`config.mk`:
```
export PLATFORM = sky130hd
export DESIGN_NAME = charger_status_event_limiter_flat
export DESIGN_NICKNAME = d
export VERILOG_FILES = /design/src/rtl/csel_pkg.sv /design/src/rtl/csel_in_if.sv /design/src/rtl/csel_out_if.sv /design/src/rtl/charger_status_event_limiter.sv /design/src/rtl/csel_check.sv /design/src/flat_wrapper.sv
export SDC_FILE = /design/constraint.sdc
export NUM_CORES = 1
export LEC_CHECK = 0
export BUFFER_PORTS_ARGS = -buffer_cell sky130_fd_sc_hd__buf_2
export CAP_MARGIN = 20
export CORE_MARGIN = 2
export CORE_UTILIZATION = 45
export DETAILED_ROUTE_END_ITERATION = 10
export SLEW_MARGIN = 40
export SYNTH_ARGS = -nofsm -noshare
export SYNTH_HDL_FRONTEND = slang
export SYNTH_SLANG_ARGS = --single-unit
```
`constraint.sdc`:
```
create_clock -name clk -period 7.3 [get_ports clk]
set_input_delay 1.46 -clock clk [delete_from_list [all_inputs] [get_ports clk]]
set_output_delay 1.46 -clock clk [all_outputs]
set_load 0.02 [all_outputs]
```
`src/rtl/csel_pkg.sv`:
```
// ----------------------------------------------------------------------------
// csel_pkg
// Shared types and codes for the charger status event limiter.
// ----------------------------------------------------------------------------
package csel_pkg;

    localparam int unsigned TICK_W = 32;

    // Item operation codes
    localparam logic [1:0] OP_PLUG_EDGE = 2'd0;
    localparam logic [1:0] OP_CHG_EDGE  = 2'd1;
    localparam logic [1:0] OP_POLL      = 2'd2;

    // Last reported state encoding
    localparam logic [1:0] ST_OFF     = 2'd0;
    localparam logic [1:0] ST_ON      = 2'd1;
    localparam logic [1:0] ST_UNKNOWN = 2'd2;

    localparam logic [TICK_W-1:0] DEBOUNCE_RESET = 32'd16384;

    // Tracking state of one watched signal
    typedef struct packed {
        logic [1:0]        last;
        logic              stamp_valid;
        logic [TICK_W-1:0] stamp;
    } sig_state_t;

endpackage

```
`src/rtl/csel_in_if.sv`:
```
// ----------------------------------------------------------------------------
// csel_in_if
// Input item channel: valid/ready with timestamp and pin levels.
// ----------------------------------------------------------------------------
interface csel_in_if;
    import csel_pkg::*;

    logic              valid;
    logic              ready;
    logic [1:0]        opcode;
    logic [TICK_W-1:0] now_ticks;
    logic              power_good_level;
    logic              charging_status_level;

    modport source (
        output valid,
        output opcode,
        output now_ticks,
        output power_good_level,
        output charging_status_level,
        input  ready
    );

    modport sink (
        input  valid,
        input  opcode,
        input  now_ticks,
        input  power_good_level,
        input  charging_status_level,
        output ready
    );

endinterface

```
`src/rtl/csel_out_if.sv`:
```
// ----------------------------------------------------------------------------
// csel_out_if
// Result channel: valid/ready with reported events and state.
// ----------------------------------------------------------------------------
interface csel_out_if;
    import csel_pkg::*;

    logic              valid;
    logic              ready;
    logic              plugged_event;
    logic              plugged_value;
    logic              charging_event;
    logic              charging_value;
    logic              charge_complete_release;
    logic [TICK_W-1:0] suppressed_count;

    modport source (
        output valid,
        output plugged_event,
        output plugged_value,
        output charging_event,
        output charging_value,
        output charge_complete_release,
        output suppressed_count,
        input  ready
    );

    modport sink (
        input  valid,
        input  plugged_event,
        input  plugged_value,
        input  charging_event,
        input  charging_value,
        input  charge_complete_release,
        input  suppressed_count,
        output ready
    );

endinterface

```
`src/rtl/charger_status_event_limiter.sv`:
```
// ----------------------------------------------------------------------------
// charger_status_event_limiter
// Debounced change reporting for the power-good and charging-status pins.
// ----------------------------------------------------------------------------
// Each input transfer (a plugged-pin edge, a charging-pin edge or a poll)
// yields exactly one result transfer. A transfer lands in an input register;
// one pass through the change checks then updates the tracking state and
// loads the result register, so the block takes one item per cycle unless the
// result side stalls, the rate being set by that single compare-and-update
// pass between the two registers. A change inside debounce_ticks of the last
// accepted change of the same signal is deferred and counted in
// suppressed_count (wrapping). Pin levels are active low. Write
// debounce_ticks through cfg_we/cfg_wdata only while no item is in flight.
// ----------------------------------------------------------------------------
module charger_status_event_limiter
    import csel_pkg::*;
(
    input  logic              clk,
    input  logic              rst_n,
    input  logic              cfg_we,
    input  logic [TICK_W-1:0] cfg_wdata,
    csel_in_if.sink           item,
    csel_out_if.source        result
);

    // Configuration
    logic [TICK_W-1:0] debounce_reg;

    // Input register
    logic              in_valid_reg;
    logic [1:0]        in_op_reg;
    logic [TICK_W-1:0] in_now_reg;
    logic              in_pg_reg;
    logic              in_cs_reg;

    // Tracking state
    sig_state_t        plugged_reg,  plugged_next;
    sig_state_t        charging_reg, charging_next;
    logic [TICK_W-1:0] deferred_reg, deferred_next;
    logic              release_reg,  release_next;

    // Result register
    logic              out_valid_reg;
    logic              out_pev_reg;
    logic              out_cev_reg;

    logic advance;
    logic plug_en, chg_en;
    logic plugged_seen, charging_seen;
    logic pev, cev, pdefer, cdefer;

    // Advance the input register when the result register is free or drains
    assign advance    = in_valid_reg && (!out_valid_reg || result.ready);
    assign item.ready = !in_valid_reg || advance;

    assign plugged_seen  = !in_pg_reg;
    assign charging_seen = !in_cs_reg;

    // Decode which signals this item checks; unknown codes touch nothing
    always_comb
    begin
        plug_en      = 1'b0;
        chg_en       = 1'b0;
        release_next = release_reg;
        case (in_op_reg)
            OP_PLUG_EDGE:
            begin
                plug_en      = 1'b1;
                release_next = plugged_seen && !charging_seen;
            end
            OP_CHG_EDGE:
            begin
                chg_en       = 1'b1;
                release_next = plugged_seen && !charging_seen;
            end
            OP_POLL:
            begin
                plug_en = 1'b1;
                chg_en  = 1'b1;
            end
            default:
            begin
                plug_en = 1'b0;
                chg_en  = 1'b0;
            end
        endcase
    end

    csel_check u_plug_check (
        .enable         (plug_en),
        .seen           (plugged_seen),
        .now_ticks      (in_now_reg),
        .debounce_ticks (debounce_reg),
        .cur            (plugged_reg),
        .nxt            (plugged_next),
        .fire           (pev),
        .defer          (pdefer)
    );

    csel_check u_chg_check (
        .enable         (chg_en),
        .seen           (charging_seen),
        .now_ticks      (in_now_reg),
        .debounce_ticks (debounce_reg),
        .cur            (charging_reg),
        .nxt            (charging_next),
        .fire           (cev),
        .defer          (cdefer)
    );

    // A poll may defer both signals at once: add both
    assign deferred_next = deferred_reg + TICK_W'(pdefer) + TICK_W'(cdefer);

    // Configuration register
    always_ff @(posedge clk or negedge rst_n)
    begin
        if (!rst_n)
            debounce_reg <= DEBOUNCE_RESET;
        else if (cfg_we)
            debounce_reg <= cfg_wdata;
    end

    // Input stage: capture on each input transfer
    always_ff @(posedge clk or negedge rst_n)
    begin
        if (!rst_n)
            in_valid_reg <= 1'b0;
        else if (item.ready)
            in_valid_reg <= item.valid;
    end

    always_ff @(posedge clk)
    begin
        if (item.valid && item.ready)
        begin
            in_op_reg  <= item.opcode;
            in_now_reg <= item.now_ticks;
            in_pg_reg  <= item.power_good_level;
            in_cs_reg  <= item.charging_status_level;
        end
    end

    // State and result control: commit only when the item advances
    always_ff @(posedge clk or negedge rst_n)
    begin
        if (!rst_n)
        begin
            plugged_reg   <= '{last: ST_UNKNOWN, stamp_valid: 1'b0, stamp: '0};
            charging_reg  <= '{last: ST_UNKNOWN, stamp_valid: 1'b0, stamp: '0};
            deferred_reg  <= '0;
            release_reg   <= 1'b0;
            out_valid_reg <= 1'b0;
        end
        else
        begin
            if (advance)
            begin
                plugged_reg  <= plugged_next;
                charging_reg <= charging_next;
                deferred_reg <= deferred_next;
                release_reg  <= release_next;
            end
            if (advance)
                out_valid_reg <= 1'b1;
            else if (result.ready)
                out_valid_reg <= 1'b0;
        end
    end

    always_ff @(posedge clk)
    begin
        if (advance)
        begin
            out_pev_reg <= pev;
            out_cev_reg <= cev;
        end
    end

    // Reported state comes straight from the committed tracking state
    assign result.valid                   = out_valid_reg;
    assign result.plugged_event           = out_pev_reg;
    assign result.plugged_value           = (plugged_reg.last == ST_ON);
    assign result.charging_event          = out_cev_reg;
    assign result.charging_value          = (charging_reg.last == ST_ON);
    assign result.charge_complete_release = release_reg;
    assign result.suppressed_count        = deferred_reg;

`ifndef SYNTHESIS
    // An unknown last state never carries a valid stamp
    a_plug_unknown_no_stamp: assert property (@(posedge clk) disable iff (!rst_n)
        (plugged_reg.last == ST_UNKNOWN) |-> !plugged_reg.stamp_valid)
        else $error("plugged stamp valid while state unknown");

    a_chg_unknown_no_stamp: assert property (@(posedge clk) disable iff (!rst_n)
        (charging_reg.last == ST_UNKNOWN) |-> !charging_reg.stamp_valid)
        else $error("charging stamp valid while state unknown");

    // The deferred count moves only when an item advances
    a_deferred_hold: assert property (@(posedge clk) disable iff (!rst_n)
        !advance |=> $stable(deferred_reg))
        else $error("suppressed count changed without an item");

    // A reported event implies the signal now holds a stamped state
    a_event_stamped: assert property (@(posedge clk) disable iff (!rst_n)
        (out_valid_reg && out_pev_reg) |-> plugged_reg.stamp_valid)
        else $error("plugged event without stamped state");
`endif

endmodule

```
`src/rtl/csel_check.sv`:
```
// ----------------------------------------------------------------------------
// csel_check
// Change check for one signal: report, defer inside the window, or hold.
// ----------------------------------------------------------------------------
module csel_check
    import csel_pkg::*;
(
    input  logic              enable,
    input  logic              seen,
    input  logic [TICK_W-1:0] now_ticks,
    input  logic [TICK_W-1:0] debounce_ticks,
    input  sig_state_t        cur,
    output sig_state_t        nxt,
    output logic              fire,
    output logic              defer
);

    logic              differs;
    logic              in_window;
    logic [TICK_W-1:0] elapsed;

    assign differs   = (cur.last != {1'b0, seen});
    assign elapsed   = now_ticks - cur.stamp;
    assign in_window = cur.stamp_valid && (elapsed < debounce_ticks);
    assign fire      = enable && differs && !in_window;
    assign defer     = enable && differs && in_window;

    always_comb
    begin
        nxt = cur;
        if (fire)
        begin
            nxt.last        = {1'b0, seen};
            nxt.stamp_valid = 1'b1;
            nxt.stamp       = now_ticks;
        end
    end

endmodule
```
`src/flat_wrapper.sv`:
```
// flat-port wrapper written by rule: the top's interface ports become plain ports
module charger_status_event_limiter_flat import csel_pkg::*;
  (clk, rst_n, cfg_we, cfg_wdata, item_valid, item_opcode, item_now_ticks, item_power_good_level, item_charging_status_level, item_ready, result_valid, result_plugged_event, result_plugged_value, result_charging_event, result_charging_value, result_charge_complete_release, result_suppressed_count, result_ready);
  csel_in_if item_i ();
  csel_out_if result_i ();
  input  logic clk;
  input  logic rst_n;
  input  logic cfg_we;
  input  logic [TICK_W-1:0] cfg_wdata;
  input wire logic [$bits(item_i.valid)-1:0] item_valid;
  input wire logic [$bits(item_i.opcode)-1:0] item_opcode;
  input wire logic [$bits(item_i.now_ticks)-1:0] item_now_ticks;
  input wire logic [$bits(item_i.power_good_level)-1:0] item_power_good_level;
  input wire logic [$bits(item_i.charging_status_level)-1:0] item_charging_status_level;
  output wire logic [$bits(item_i.ready)-1:0] item_ready;
  output wire logic [$bits(result_i.valid)-1:0] result_valid;
  output wire logic [$bits(result_i.plugged_event)-1:0] result_plugged_event;
  output wire logic [$bits(result_i.plugged_value)-1:0] result_plugged_value;
  output wire logic [$bits(result_i.charging_event)-1:0] result_charging_event;
  output wire logic [$bits(result_i.charging_value)-1:0] result_charging_value;
  output wire logic [$bits(result_i.charge_complete_release)-1:0] result_charge_complete_release;
  output wire logic [$bits(result_i.suppressed_count)-1:0] result_suppressed_count;
  input wire logic [$bits(result_i.ready)-1:0] result_ready;
  assign item_i.valid = item_valid;
  assign item_i.opcode = item_opcode;
  assign item_i.now_ticks = item_now_ticks;
  assign item_i.power_good_level = item_power_good_level;
  assign item_i.charging_status_level = item_charging_status_level;
  assign item_ready = item_i.ready;
  assign result_valid = result_i.valid;
  assign result_plugged_event = result_i.plugged_event;
  assign result_plugged_value = result_i.plugged_value;
  assign result_charging_event = result_i.charging_event;
  assign result_charging_value = result_i.charging_value;
  assign result_charge_complete_release = result_i.charge_complete_release;
  assign result_suppressed_count = result_i.suppressed_count;
  assign result_i.ready = result_ready;
  charger_status_event_limiter u_core (.clk(clk), .rst_n(rst_n), .cfg_we(cfg_we), .cfg_wdata(cfg_wdata), .item(item_i), .result(result_i));
endmodule
```
# After elaboration in Yosys (flattened, before gate mapping)
# Cells that the tools add are included.
# totals
elab_cells	60
inputBits	73
ff_bits	175
output_inout_bits	39
# classes
add_sub_neg	4
mux	4
eq_ne	6
n_reduce_logical	27
magnitude_cmp	2
# op_table
cell	n
adder 32 x 1 -> 32 bit	2
less-than comparator 32 bit	2
subtractor 32 bit	2
logical AND 1 bit	11
equality test 2 x 1 -> 1 bit (second input constant)	3
logical NOT 1 bit	6
AND reduction 2 bit	3
OR reduction 2 bit	3
2-to-1 mux 1 bit	4
inequality test 2 x 1 -> 1 bit	2
equality test 2 bit (second input constant)	1
logical NOT 2 bit	1
logical OR 1 bit	2
nonzero test 2 bit	1

# Logic depth before layout (Yosys ltp)
# depth
ltp_word	7
mapped_depth	30
ltp_nobuf	29

# Modules after synthesis
# From an unflattened synthesis, not the netlist that was laid out.
# hier_totals
cells_unflattened	1381
hier_area_um2	12752.2
# by_module_without_submodules
mod	cells_each	n_inst	area_each_um2	seq_area_each_um2
charger_status_event_limiter	560	1	6676.4	4573.1
csel_check at u_core.u_chg_check	422	1	3160.5	0.0
csel_check at u_core.u_plug_check	399	1	2915.3	0.0

# Least setup slack after synthesis
# OpenSTA, ideal clock, no wires.
# synth_path
path_kind	register to register
start	register u_core.in_now_reg[0]
end	register u_core.deferred_reg[28], in the netlist u_core.result.suppressed_count[28]
n_path_buf	1
synth_period_minus_slack_ns	5.513
required_time_ns	7.171
setup_slack_ns	1.787
setup_time_ns	0.129
stages_incl_launch_ff	30
arrival_ns	5.384
path_cell_list	edfxtp_1 inv_1 ha_1 inv_1 fa_1 a21oi_1 o211ai_1 a311oi_1 nor2_1 o41ai_2 o21ba_2 o21ai_0 a311o_1 ha_1 nor2b_1 o21ai_0 a21boi_0 o21ai_0 and3b_1 and2_1 nand2_1 fa_1 inv_1 ha_1 nand4_1 nor2_1 and3_1 clkbuf_1 nand3_1 xnor2_1
# synth_between
elab_chain_cells	6
elab_cells_between_ends	10
classes_between	add/sub (4); order compare (2); reduce/logical (4)
# synth_rtl
item	line	source
start, declared	charger_status_event_limiter.sv:32	logic [TICK_W-1:0] in_now_reg;
start signal, assigned	charger_status_event_limiter.sv:137	in_now_reg <= item.now_ticks;
subtractor 32 bit	csel_check.sv:23	assign elapsed = now_ticks - cur.stamp;
less-than comparator 32 bit	csel_check.sv:24	assign in_window = cur.stamp_valid && (elapsed < debounce_ticks);
logical AND 1 bit	csel_check.sv:24	
logical AND 1 bit	csel_check.sv:26	assign defer = enable && differs && in_window;
adder 32 x 1 -> 32 bit	charger_status_event_limiter.sv:112	assign deferred_next = deferred_reg + TICK_W'(pdefer) + TICK_W'(cdefer);
adder 32 x 1 -> 32 bit *	charger_status_event_limiter.sv:112	
end signal, assigned	charger_status_event_limiter.sv:160	deferred_reg <= deferred_next;
end, declared	charger_status_event_limiter.sv:39	logic [TICK_W-1:0] deferred_reg, deferred_next;
# Every way passes the cells marked *; elsewhere a longest branch is shown, timed or not.
# A chain may end at the register's enable or synchronous reset.

# Final worst setup path
# layout_path
start	register u_core.in_now_reg[0]
end	register u_core.deferred_reg[24], in the netlist u_core.result.suppressed_count[24]
# The elaborated chain is that of the path after synthesis.

==> results.env <==
RUN_STATUS='finished, final reports clean'
ROUTE.ANTENNA.REMAINING_NETS=0
MAIN_COMBINATIONAL_CELL_FAMILY_BY_AREA_AFTER_SYNTHESIS='compound AO/OA/AOI/OAI gates'
SYNTH-SIMPLE-AREA-SHARE=0.1120
SYNTHESIS.YOSYS.WARNINGS=0
DIE_HEIGHT_UM=164.3
ASYNC_S_R_FF_SHARE_SYNTH=0.7829
AREA_DELTA_SYNTH_FINAL_PCT=12.72
SYNTHADDERAREAFRAC=0.1437
MOSTFREQUENTLAYOUTCELLS='dfrtp_1 (134), ha_1 (128), inv_1 (121), buf_2 (109), nand2_1 (88)'
SYNTHDISTINCTLIBCELLS=72
CELL_INTERNAL_PWR_mW=3.103
DIE_WIDTH_UM=164.3
MAXCAPVIOLCOUNT=0
CRITPATHBUFINV=3
SYN-INSTANCE-COUNT=1151
MAXSLEWHEADROOM=0.5712
WORST_PATH_DOMINANT_CELL_FAMILY='compound AO/OA/AOI/OAI gates'
SETUP_VIOLATING_ENDPOINT_COUNT_IN_THE_FINAL_REPORT=0
CRITICAL_PATH.MAX_STAGE_DELAY_PS=410
CP_DATA_REQUIRED_TIME_PS=7630
CORE_AREA_UM2=25180
CLK_PATH_BUF_DEPTH=2
FINAL_HOLD_VIOL_COUNT=0
DRC=0
GRT_PASS1_VIAS=8379
DRV_SLEW=0
SYNTH_SEQ_AREA_SHARE=0.3955
FINAL_COMMON_CELL='dfrtp_1'
FINCLKSKEW_PS=10.40
POST_DRT_WL_PER_CELL_UM=16.66
FMAXACHIEVABLE_GHz=0.1592
POST_CTS_HOLD_BUFFER_COUNT=0
CORE.ROWCOUNT=58
MUX_SHARE_OF_POST_SYNTHESIS_CELL_AREA=0.07542
INITIAL_CORE_UTIL=0.4592
DESIGN.PORTCOUNT=112
TIMING.FINAL.CRIT_SHARE=0.8603
DR_TOTAL_VIAS=8643
FINAL_LAYOUT_SIZE_SUFFIX_GT1_FRAC=0.1792
GLOBALROUTEOVERFLOWTOTAL=0
PORT_BUFFERS=111
POST_CTS_RESIZED=0
CTS.SINKS=175
PATH_MAX_FANOUT=5
DETAIL_ROUTE.FIRST_PASS.ITERATIONS=5
CTS_TREE='done'
PLACE_CONGESTION=0.8668
ANTENNA_FOUND_INITIAL=0
DETAIL_ROUTE.ITER0.VIOLATIONS=667
SEQUENTIALPOWERSHARE=0.250
POST-DP-HPWL_UM=20360
TRACK_USAGE=0.2033
SETUP_REPAIR_AFTER_GLOBAL_ROUTING_MISSED_ITS_MARGIN='no'
PIN_COUNT_OF_THE_BIGGEST_NET_ENTERING_GLOBAL_ROUTING=72
FINAL_WIRELENGTH_UM=26700
ANTENNA-DIODE-COUNT=0
CRIT_TYPE='flip-flop to flip-flop'
CTSROOTBUFFERMASTER='clkbuf_16'
CTS.HTREE.LEVELS=4
POST_SYNTHESIS_COMPOUND_GATE_AREA_FRACTION=0.1580
LEAKAGE_nW=6.183
FILLCELLCOUNT=2320
REGAREA_UM2=4573
COMB_POWER_SHARE=0.580
IR_WORST_VDD_mV=0.1561
CP.ARRIVAL_PS=6610
SLEW_AT_THE_PIN_CLOSEST_TO_ITS_MAX_SLEW_LIMIT_PS=643.2
SETUP-TNS-FINAL_PS=0
FINISH.UTILIZATION=0.5175
SWITCHINGPOWER_mW=2.345
WORSTSKEWPAIRLATENCY_PS=450
SYN-MEAN-INSTANCE-AREA_UM2=10.05
POST_SYNTH_XOR_AREA_FRACTION=0.06439
TIMING.CRITICAL_PATH.FROM_TYPE='flip-flop'
SYNTH_AREA_UM2=11560
POST_CTS_BUFFERS=0
SYNTH.NET_COUNT=1355
NUM-NETS-FINAL=1463
SWSHARE=0.4305
SYNTH-EDFF-COUNT=38
MULTI_INPUT_AREA_UM2=6402
GRT_PASS1_WL_UM=43060
YS.FLOP_TYPE='dfrtp_1'
TYPE_OF_DESTINATION_OF_THE_CRITICAL_PATH='flip-flop'
CLK_TRANSITION_REPORTED_PATHS_PS=70
YS_FF_LATCH=175
WORST_PATH_MAX_DELAY_CELL='a311oi_1'
DIE-AREA_UM2=26990
HOLDCRITPATHCLASS='flip-flop to flip-flop'
SHARE_CLK_OF_TOTAL_POWER=0.170
DRT-VIAS-PER-INSTANCE=5.395
CTS_BUFFERS=17
PERIOD_MINUS_SLACK_PS=6280
POWER.DENSITY_CELL_AREA_nW_PER_UM2=418.0
[layout make-up]
type / count / share of cell area
multi-input combinational: 828 / 0.4913
sequential: 175 / 0.3509
timing repair buffer: 115 / 0.04589
inverter: 122 / 0.03514
clock buffer: 17 / 0.03264
tap: 330 / 0.03168
clock inverter: 15 / 0.01248
[worst paths after layout]
check / start / endpoint / slack, ps / cells past startpoint
max in group asynchronous: rst_n / u_core.plugged_reg[30]$_DFFE_PN0P_ / 5260 / 2
worst max-delay path: u_core.in_now_reg[0]$_DFFE_PP_ / u_core.result.suppressed_count[24]$_DFFE_PN0P_ / 1020 / 28
worst min register to register: u_core.plugged_reg[32]$_DFFE_PN0P_ / u_core.plugged_reg[32]$_DFFE_PN0P_ / 470 / 1
worst max register to register: u_core.in_now_reg[0]$_DFFE_PP_ / u_core.result.suppressed_count[24]$_DFFE_PN0P_ / 1020 / 28
worst min-delay path: u_core.plugged_reg[32]$_DFFE_PN0P_ / u_core.plugged_reg[32]$_DFFE_PN0P_ / 470 / 1
min in group asynchronous: rst_n / u_core.debounce_reg[6]$_DFFE_PN0P_ / 1000 / 1
[layer usage]
metal	routed length (um)	share of wire	up-vias	GRT usage
met2	11680	0.44	192	0.3155
met4	488	0.018	0	0.06380
met5	0	0	-	0
met1	13480	0.50	4112	0.2960
met3	1046	0.039	31	0.02424
li1	-	-	4308	-
[cell usage after synthesis (4+ instances only)]
cell type	number	area share
a41oi_1	4	0.0030
o21ai_0	78	0.034
and2_1	6	0.0032
nand2_1	88	0.029
o21a_1	13	0.0084
a31oi_1	9	0.0049
ha_1	128	0.14
nor2b_1	13	0.0070
xnor2_1	63	0.048
nor2_1	50	0.016
nand2b_1	9	0.0049
a21oi_1	69	0.030
o21bai_1	11	0.0071
a21o_1	35	0.023
xor2_1	22	0.017
clkbuf_1	20	0.0065
o211ai_1	11	0.0071
a211oi_1	6	0.0039
inv_1	121	0.039
dfrtp_1	134	0.29
nor3_1	7	0.0030
mux2_2	35	0.034
and4_1	5	0.0038
nand3_1	31	0.013
and3_1	17	0.0092
nand4_1	20	0.011
mux2_4	29	0.038
edfxtp_1	38	0.099
[metrics by stage]
step / instance area (um^2) / total power, mW / cells / setup slack, ps / hold slack, ps
after floorplan: 11560 / 3.757 / 1151 / 1787 / 420.3
after global placement: 12440 / 4.436 / 1570 / 1307 / 450.7
after detailed placement: 12440 / 4.487 / 1570 / 1135 / 449.0
after CTS: 13030 / 5.444 / 1602 / 1052 / 472.8
after global routing: 13030 / 5.918 / 1602 / 442.4 / 483.7
final: 13030 / 5.448 / 1602 / 1020 / 474.8
[kinds of logic (layout without fill, tap and decap cells)]
| logic type | Yosys count | count (layout) |
|---|---|---|
| xor+xnor | 85 | 85 |
| buf+inv | 148 | 269 |
| mux | 68 | 68 |
| compound gates | 280 | 280 |
| simple gates | 264 | 264 |
| flops | 175 | 175 |
| fa+ha+maj | 131 | 131 |
[power groups by stage]
stage	Combinational, mW	Sequential (mW)	Clock [mW]
after CTS	3.14	1.36	0.947
after floorplan	2.40	1.36	0
after global routing	3.54	1.39	0.992
after detailed placement	3.11	1.38	0
final	3.16	1.36	0.928
after global placement	3.06	1.38	0
(Power assumes the default switching activity.)
